$ cat config.mk
export PLATFORM = sky130hd
export DESIGN_NAME = legacy_websocket_frame_deframer
export DESIGN_NICKNAME = d
export VERILOG_FILES = /design/src/hw/rtl/lwsd_pkg.sv /design/src/hw/rtl/legacy_websocket_frame_deframer.sv /design/src/hw/rtl/lwsd_parse.sv
export SDC_FILE = /design/constraint.sdc
export NUM_CORES = 1
export LEC_CHECK = 0
export BUFFER_PORTS_ARGS = -buffer_cell sky130_fd_sc_hd__buf_2
export CAP_MARGIN = 20
export CORE_MARGIN = 5
export CORE_UTILIZATION = 65
export DETAILED_ROUTE_END_ITERATION = 6
export GPL_ROUTABILITY_DRIVEN = 1
export GPL_TIMING_DRIVEN = 1
export PLACE_DENSITY = 0.85
export SLEW_MARGIN = 20
export SYNTH_ARGS = -nofsm -noshare
export SYNTH_HDL_FRONTEND = slang
export SYNTH_SLANG_ARGS = --single-unit
$ cat constraint.sdc
create_clock -name clk -period 5.2 [get_ports clk]
set_clock_uncertainty 0.15 [all_clocks]
set_input_delay 0.26 -clock clk [delete_from_list [all_inputs] [get_ports clk]]
set_output_delay 0.26 -clock clk [all_outputs]
set_load 0.01 [all_outputs]
$ cat src/hw/rtl/lwsd_pkg.sv
// ----------------------------------------------------------------------------
// lwsd_pkg
// shared types and constants for the legacy websocket frame deframer
// ----------------------------------------------------------------------------
`default_nettype none

package lwsd_pkg;

    localparam int LENGTH_BITS = 32;
    localparam int GROUP_BITS  = 7;

    localparam logic [7:0] BYTE_DELIM = 8'hFF;
    localparam logic [7:0] BYTE_ZERO  = 8'h00;

    typedef logic [LENGTH_BITS-1:0] len_t;

    typedef enum logic [3:0] {
        PH_TYPE = 4'b0001,
        PH_LEN  = 4'b0010,
        PH_BIN  = 4'b0100,
        PH_TEXT = 4'b1000
    } phase_t;

    typedef struct packed {
        logic [7:0] payload_byte;
        logic       has_payload;
        logic       binary_frame;
        logic       frame_last;
        logic       length_overflow;
    } result_t;

endpackage

`default_nettype wire

$ cat src/hw/rtl/legacy_websocket_frame_deframer.sv
// ----------------------------------------------------------------------------
// legacy_websocket_frame_deframer
// splits a received byte stream into binary (length-prefixed) and text
// (0xff-delimited) frames, one byte per word
// a result, where the byte gives one, passes the input register and then the
// result register; throughput: one byte per cycle unless out_ready stalls
// a result held by out_ready low holds a full input register and lowers in_ready
// reset: asynchronous, active low; parser waits for a type byte, length zero
// ----------------------------------------------------------------------------
`default_nettype none

module legacy_websocket_frame_deframer
(
    input  wire logic        clk,
    input  wire logic        rst_n,
    input  wire logic        in_valid,
    output logic             in_ready,
    input  wire logic [7:0]  rx_byte,
    output logic             out_valid,
    input  wire logic        out_ready,
    output logic [7:0]       payload_byte,
    output logic             has_payload,
    output logic             binary_frame,
    output logic             frame_last,
    output logic             length_overflow
);
    import lwsd_pkg::*;

    logic       in_valid_reg;
    logic [7:0] in_byte_reg;
    phase_t     phase_reg;
    phase_t     phase_next;
    len_t       len_reg;
    len_t       len_next;
    logic       emit;
    result_t    result;
    logic       out_valid_reg;
    logic       out_valid_next;
    result_t    out_reg;
    logic       advance;

    lwsd_parse u_parse
    (
        .phase      (phase_reg),
        .len        (len_reg),
        .rx_byte    (in_byte_reg),
        .phase_next (phase_next),
        .len_next   (len_next),
        .emit       (emit),
        .result     (result)
    );

    assign advance  = in_valid_reg && (!out_valid_reg || out_ready);
    assign in_ready = !in_valid_reg || advance;

    always_comb
    begin
        out_valid_next = out_valid_reg;
        if (out_valid_reg && out_ready)
        begin
            out_valid_next = 1'b0;
        end
        if (advance && emit)
        begin
            out_valid_next = 1'b1;
        end
    end

    always_ff @(posedge clk or negedge rst_n)
    begin
        if (!rst_n)
        begin
            in_valid_reg  <= 1'b0;
            out_valid_reg <= 1'b0;
            phase_reg     <= PH_TYPE;
            len_reg       <= '0;
        end
        else
        begin
            if (in_ready)
            begin
                in_valid_reg <= in_valid;
            end
            out_valid_reg <= out_valid_next;
            if (advance)
            begin
                phase_reg <= phase_next;
                len_reg   <= len_next;
            end
        end
    end

    always_ff @(posedge clk)
    begin
        if (in_valid && in_ready)
        begin
            in_byte_reg <= rx_byte;
        end
        if (advance && emit)
        begin
            out_reg <= result;
        end
    end

    assign out_valid       = out_valid_reg;
    assign payload_byte    = out_reg.payload_byte;
    assign has_payload     = out_reg.has_payload;
    assign binary_frame    = out_reg.binary_frame;
    assign frame_last      = out_reg.frame_last;
    assign length_overflow = out_reg.length_overflow;

`ifndef SYNTHESIS
    // binary payload phase always has bytes still due
    assert property (@(posedge clk) disable iff (!rst_n)
        (phase_reg == PH_BIN) |-> (len_reg != '0))
        else $error("binary payload phase with zero remaining length");

    // a frame end or overflow sends the parser back to the type byte
    assert property (@(posedge clk) disable iff (!rst_n)
        (advance && emit && (result.frame_last || result.length_overflow))
            |=> (phase_reg == PH_TYPE))
        else $error("parser did not return to type phase after frame end");

    // a held input word is not dropped while the result side stalls
    assert property (@(posedge clk) disable iff (!rst_n)
        (in_valid_reg && !advance) |=> (in_valid_reg && $stable(in_byte_reg)))
        else $error("stalled input word lost");

    // a pending result is never overwritten before it is taken
    assert property (@(posedge clk) disable iff (!rst_n)
        (out_valid_reg && !out_ready) |-> !advance)
        else $error("result register overwritten while stalled");
`endif

endmodule

`default_nettype wire

$ cat src/hw/rtl/lwsd_parse.sv
// ----------------------------------------------------------------------------
// lwsd_parse
// per-word parse step: next phase, next length and the optional result
// ----------------------------------------------------------------------------
`default_nettype none

module lwsd_parse
(
    input  wire lwsd_pkg::phase_t  phase,
    input  wire lwsd_pkg::len_t    len,
    input  wire logic [7:0]        rx_byte,
    output lwsd_pkg::phase_t       phase_next,
    output lwsd_pkg::len_t         len_next,
    output logic                   emit,
    output lwsd_pkg::result_t      result
);
    import lwsd_pkg::*;

    len_t len_grown;
    len_t len_dec;
    logic len_full;

    assign len_full  = |len[LENGTH_BITS-1:LENGTH_BITS-GROUP_BITS];
    assign len_grown = {len[LENGTH_BITS-GROUP_BITS-1:0], rx_byte[GROUP_BITS-1:0]};
    assign len_dec   = len - len_t'(1);

    always_comb
    begin
        phase_next = phase;
        len_next   = len;
        emit       = 1'b0;
        result     = '0;
        unique case (phase)
            PH_TYPE:
            begin
                len_next   = '0;
                phase_next = rx_byte[7] ? PH_LEN : PH_TEXT;
            end
            PH_LEN:
            begin
                if (rx_byte == BYTE_ZERO)
                begin
                    if (len == '0)
                    begin
                        phase_next          = PH_TYPE;
                        emit                = 1'b1;
                        result.binary_frame = 1'b1;
                        result.frame_last   = 1'b1;
                    end
                    else
                    begin
                        phase_next = PH_BIN;
                    end
                end
                else if (len_full)
                begin
                    len_next               = '0;
                    phase_next             = PH_TYPE;
                    emit                   = 1'b1;
                    result.binary_frame    = 1'b1;
                    result.length_overflow = 1'b1;
                end
                else
                begin
                    len_next = len_grown;
                    if (!rx_byte[7])
                    begin
                        if (len_grown == '0)
                        begin
                            phase_next          = PH_TYPE;
                            emit                = 1'b1;
                            result.binary_frame = 1'b1;
                            result.frame_last   = 1'b1;
                        end
                        else
                        begin
                            phase_next = PH_BIN;
                        end
                    end
                end
            end
            PH_BIN:
            begin
                len_next            = len_dec;
                emit                = 1'b1;
                result.payload_byte = rx_byte;
                result.has_payload  = 1'b1;
                result.binary_frame = 1'b1;
                result.frame_last   = (len_dec == '0);
                if (len_dec == '0)
                begin
                    phase_next = PH_TYPE;
                end
            end
            PH_TEXT:
            begin
                emit = 1'b1;
                if (rx_byte == BYTE_DELIM)
                begin
                    phase_next        = PH_TYPE;
                    result.frame_last = 1'b1;
                end
                else
                begin
                    result.payload_byte = rx_byte;
                    result.has_payload  = 1'b1;
                end
            end
            default:
            begin
                phase_next = PH_TYPE;
                len_next   = '0;
            end
        endcase
    end

endmodule

`default_nettype wire

==> reports/qor.csv, run 1 <==
metric,value,unit
synth-edff-count,20,
hold_path_end,out_valid,
synth_seq_cells,58,
drc,0,
ys_seq_area_share,44.6,%
slew_viol_final,0,
power,1660,uW
final_cell_mix,"59 x o21ai_0, 46 x nor2_1, 37 x dfrtp_1",
hold_depth,4,
nNetsFinal,429,
vias,3348,
fin_crit,3.51,ns
synth_area,0.00348,sq mm
clkSlewWorstSetupHoldPaths,0.07,ns
grt_usage,28.3,%
port-buffer-count,25,
die_area,0.00692,sq mm
cts.sinks,58,
wl,9440,microns
cp_data_arrival_time,3.58,ns
die-width,83.2,microns
dp_hpwl,5860,microns
rows,26,
max-cap-violations,0,
cts_tree,done,
final_common_cell,o21ai_0,
rsz0062_at_grt,no,
clk_latency,0.35,ns
dr.pass1.iters,6,
ys.flop_type,dfrtp_1,
period_share,67.5,%
path_buf_inv,1,
cp-end-kind,flop,
grt_overflow_total,0,
tns,0,ns
syn-mean-instance-area,8.93,sq um
yosysWarnings,0,
drt_iter0_drc,529,
rr_endpoint,frame_last,
timing.fmax,285,MHz
largest_reg_flops,32,
worst_pin_slew,1.00,ns
slowest_stage,or4b_1,
grt_max_degree,65,
min_from,out_ready,
gp_congestion,0.992,
root_buffer,clkbuf_8,
yosysUniqueCellTypes,59,
die_y,83.2,microns
drive_gt1_share,16.0,%
outcome,"complete, no violations",
cts_buffer_depth,2,
report.final.setup_viol,0,
fp.coreArea,0.00514,sq mm
htreeDepth,3,
antenna_found_initial,0,
r2r_cells,8,
leakage,0.00143,uW
synth_nets,404,
grt_first_pass_wirelength,15800,microns
fillers,380,
pin_count,26,
antennaDiodeCount,0,
floorplan.initialDensity,67.7,%
wire_per_inst,19.3,microns
synth_cells,390,
async_reset_ff_share,65.5,%
path_cells,inv_1 -> ha_1 -> or4b_1 -> o21ai_0 -> nand3_1 -> or4_1 -> nor4_2 -> a211o_1,
min_path_type,input port to flop,
rr_startpoint,len_reg[0],
post_cts_buffers,0,
cp_top_family,simple AND/OR/NAND/NOR gates,
relSlewSlack,32.9,%
hold_viol,0,
path_class,flop to flop,
viasPerCell,6.83,
syn_to_final_growth,12.7,%
required,5.27,ns
cpPeakStageDelay,0.55,ns
ir_worst_vdd,0.300,mV
regToRegSetupSlack,1.69,ns
crit_path_start_kind,flop,
cts_inserted_buffers,9,
cp_max_fo,9,
ant_nets,0,
p_per_area,422,mW/mm^2
grt_pass1_vias,3172,
-- kinds of logic after synthesis --
logic type      count (synthesis)  synth area share, %
buf+inv                        33                 4.03
compound gates                128                 22.1
xor+xnor                        7                 1.76
mux                             2                0.611
fa+ha+maj                       2                0.719
flops                          58                 44.6
simple gates                  160                 26.2
-- area by class of cell --
class | instances | area, sq um | share of cell area (%)
Tap cell | 70 | 87.6 | 2.23
Inverter | 9 | 33.8 | 0.861
Clock buffer | 9 | 124 | 3.16
Sequential cell | 58 | 1550 | 39.6
Timing Repair Buffer | 38 | 248 | 6.32
Multi-Input combinational cell | 299 | 1810 | 46.1
Clock inverter | 7 | 68.8 | 1.75
-- through the flow --
step / utilization (%) / hold WS [ns] / cell area [sq um] / setup slack [ns] / cells
6_report: 76.3 / 0.0955 / 3920 / 1.69 / 490
4_1_cts: 76.2 / 0.0894 / 3920 / 1.50 / 490
5_1_grt: 76.3 / 0.0960 / 3920 / 1.49 / 490
2_1_floorplan: - / -0.186 / 3480 / 1.89 / 390
3_3_place_gp: 70.5 / 0.269 / 3630 / 1.65 / 464
3_5_place_dp: 70.5 / 0.272 / 3630 / 1.55 / 464
-- tightest hold or removal path: cells and delay by family --
| kind | cells | cell delay (ns) |
|---|---|---|
| compound gates | 1 | 0.05 |
| simple gates | 2 | 0.15 |
| buf+inv | 1 | 0.10 |
-- metal layers --
metal  share of wire, %  routed length [microns]  vias to the layer above  track usage [%]
li1                   -                        -                     1517                -
met1                 39                     3720                     1565             37.1
met2                 48                     4520                      233             45.8
met3                 10                      949                       33             6.14
met4                2.7                      259                        0             11.0
met5                  0                        0                        -                0
-- synth_stat cells, types with 4 or more instances --
| cell | instances | area, sq um |
|---|---|---|
| nor4_1 | 6 | 37.5 |
| nand3_1 | 6 | 30.0 |
| nor4b_1 | 4 | 35.0 |
| and2_1 | 11 | 68.8 |
| nor2_1 | 46 | 173 |
| inv_1 | 9 | 33.8 |
| edfxtp_1 | 20 | 601 |
| or3_1 | 4 | 25.0 |
| nand4_1 | 7 | 43.8 |
| a32oi_1 | 13 | 114 |
| nand2b_1 | 6 | 37.5 |
| a31oi_1 | 4 | 25.0 |
| nand2_1 | 19 | 71.3 |
| nor3_1 | 20 | 100 |
| a21oi_1 | 26 | 130 |
| a22oi_1 | 7 | 52.6 |
| xnor2_1 | 4 | 35.0 |
| or4_1 | 7 | 52.6 |
| clkbuf_1 | 16 | 60.1 |
| o21ai_0 | 59 | 295 |
| dfrtp_1 | 37 | 926 |
| buf_2 | 5 | 25.0 |
-- report_power, final --
part,internal [uW],switching (uW)
Sequential,555,148
Combinational,193,338
Clock,220,202
-- timing repair --
item,4_1_cts,5_1_grt
hold endpoints to repair,46,0
resized for setup,0,0
hold buffers,10,0
-- worst max-delay path by stage --
stage,startpoint,to,slack [ns],depth (start not counted)
2_1_floorplan,len_reg[21],binary_frame,1.89,9
3_3_place_gp,len_reg[21],payload_byte[2],1.65,7
3_5_place_dp,len_reg[21],payload_byte[3],1.55,7
4_1_cts,len_reg[21],payload_byte[5],1.50,7
5_1_grt,len_reg[2],frame_last,1.49,7
6_report,len_reg[0],frame_last,1.69,8
Power figures use the tool's default switching activity.
==> inputs of run 2 (changes only) <==
Settings changed: ABC_AREA set to 1, CORE_UTILIZATION 65 to 61, PLACE_DENSITY 0.85 to 0.8.
Clock period 5.2 ns to 3.6 ns, I/O delays scaled along.
==> run 2 against run 1 <==
Compared with the run above:
- global-route usage increased by 0.57 points
- clock power increased by 32%
- register-to-register slack got worse by 1.2 ns
- largest cell class unchanged
- routed wire length increased by 14%
- die area increased by 15%
- count of clock-buffer cells in the layout unchanged
- design area increased by 11%
- via count increased by 15%
- worst setup slack got worse by 1.2 ns
- critical path type unchanged
- hold slack improved by 0.25 ns
- largest power group is now combinational cells
==> reports/qor.csv, run 2 <==
metric,value,unit
outcome,"complete, no violations",
syn-mean-instance-area,7.01,sq um
min_path_type,flop to flop,
cp-end-kind,flop,
floorplan.initialDensity,61.5,%
root_buffer,clkbuf_8,
dp_hpwl,7840,microns
hold_viol,0,
ys.flop_type,dfrtp_1,
clk_latency,0.35,ns
leakage,0.00201,uW
slowest_stage,dfrtp_1,
rsz0062_at_grt,no,
cts_tree,done,
report.final.setup_viol,0,
p_per_area,743,mW/mm^2
cp_max_fo,7,
ys_seq_area_share,40.4,%
grt_max_degree,39,
wire_per_inst,16.1,microns
synth_mux_area_share,0,%
viasPerCell,5.76,
synth_seq_cells,58,
worst_pin_slew,0.915,ns
fin_util,69.7,%
wl,10800,microns
drt_iter0_drc,461,
pin_count,26,
synth_top_area_cell,dfrtp_1,
cts_buffer_depth,2,
grt_usage,28.9,%
antennaDiodeCount,0,
die-width,89.4,microns
fin_crit,3.15,ns
rows,29,
tns,0,ns
path_class,flop to flop,
required,3.52,ns
htreeDepth,3,
antenna_found_initial,0,
port-buffer-count,25,
synth_area,0.00384,sq mm
nNetsFinal,602,
slew_viol_final,0,
max-cap-violations,0,
path_cells,inv_1 -> ha_1 -> nand2_2 -> nor2_4 -> inv_1 -> nor2_1 -> nand2_1 -> nand2_1 -> nand2_1 -> or2_1 -> nand3_1 -> inv_2 -> nor2_1 -> buf_4,
grt_pass1_vias,3545,
cpPeakStageDelay,0.43,ns
path_depth,14,
whs,0.344,ns
final_common_cell,nand2_1,
vias,3857,
clkSlewWorstSetupHoldPaths,0.08,ns
crit_top_cell,nand2_1,
hold_depth,2,
drive_gt1_share,13.0,%
relSlewSlack,39.0,%
synth_commonest_cells,"145 x nand2_1, 97 x nor2_1, 67 x inv_1, 37 x dfrtp_1, 31 x a21oi_1",
final_cell_mix,"145 x nand2_1, 97 x nor2_1, 67 x inv_1",
cts.sinks,58,
synth_cells,548,
async_reset_ff_share,65.5,%
pre_cts_ws,0.514,ns
yosysMostFrequentCell,nand2_1,
ant_nets,0,
yosys.area_share.simple,37.8,%
synth_top_area_share,24.1,%
yosysUniqueCellTypes,30,
drc,0,
synth-edff-count,20,
synth_compound_area_share,12.1,%
synth_area_leaders,"dfrtp_1 24%, edfxtp_1 16%, nand2_1 14%",
dr.pass1.iters,5,
postCtsResizedCells,0,
grt_overflow_total,0,
power,3230,uW
period_share,87.4,%
r2r_cells,14,
syn_to_final_growth,13.3,%
cp_top_family,simple AND/OR/NAND/NOR gates,
yosysWarnings,0,
cp_data_arrival_time,3.06,ns
die_area,0.00798,sq mm
setup_ws,0.453,ns
ir_worst_vdd,0.538,mV
gp_congestion,0.972,
crit_path_start_kind,flop,
cts_inserted_buffers,9,
synth_xor_area_share,0.912,%
path_buf_inv,4,
die_y,89.4,microns
synth_nets,562,
fp.coreArea,0.00624,sq mm
synth_top_family_by_area,simple AND/OR/NAND/NOR gates,
synthAdderAreaFrac,0.651,%
timing.fmax,318,MHz
largest_reg_flops,32,
grt_first_pass_wirelength,17400,microns
-- run 2: cell count changes in the layout (fill, tap and decap cells not counted), moves of 9 or more --
cell,delta
a32oi_1,-13
nor3_1,-9
nand3_1,+24
and2_1,-10
inv_1,+58
nor2_1,+51
nand2_1,+126
a22oi_1,+16
o21ai_0,-48
-- run 2: final cells by class --
class	count	area, sq um
flip-flops and latches	58	1550
clock buffers	9	124
multi-input cells	408	1980
repair buffers	40	278
well taps	77	96.3
fillers	524	1890
clock inverters	7	53.8
inverters	71	267
-- run 2: cell families after synthesis --
group	after synthesis
and+or+nand+nor	324
buffers and inverters	82
AOI/OAI and AO/OA	78
DFF	58
xor gates and xnor gates	4
adders and majority gates	2
-- run 2: path summary, 6_finish.rpt --
path / startpoint / end / slack (ns)
hold reg to reg: phase_reg[0] / phase_reg[0] / 0.34
setup reg to reg: len_reg[0] / payload_byte[2] / 0.45
hold / removal: phase_reg[0] / phase_reg[0] / 0.34
min in group asynchronous: rst_n / len_reg[20] / 0.35
max in group asynchronous: rst_n / len_reg[2] / 2.37
setup / recovery: len_reg[0] / payload_byte[2] / 0.45
-- run 2: power breakdown --
part,internal (uW),switching (uW),leakage [uW]
sequential,882,233,0.000672
combinational,484,1080,0.00126
clock,254,303,0.0000839
total,1620,1610,0.00201
-- run 2: per-stage QoR --
| step | instance area, sq um | cells |
|---|---|---|
| after global placement | 4060 | 643 |
| after CTS | 4350 | 670 |
| after floorplan | 3840 | 548 |
| final | 4350 | 670 |
| after global routing | 4350 | 670 |
| after detailed placement | 4060 | 643 |
-- run 2: repair_timing --
action / 4_1_cts / 5_1_grt
hold endpoints to repair: 47 / 0
hold buffers: 11 / 0
setup buffers: 0 / 0
-- run 2: worst min-delay path: cells and delay by family (launching register included) --
family | cells | cell delay (ns)
DFF | 1 | 0.39
and+or+nand+nor | 2 | 0.11
-- run 2: routing by layer --
layer | wire (microns) | track usage [%] | vias up
met5 | 0 | 0 | -
met4 | 239 | 11.8 | 0
met3 | 963 | 5.44 | 20
met2 | 4970 | 44.3 | 187
met1 | 4600 | 40.2 | 1777
li1 | - | - | 1873
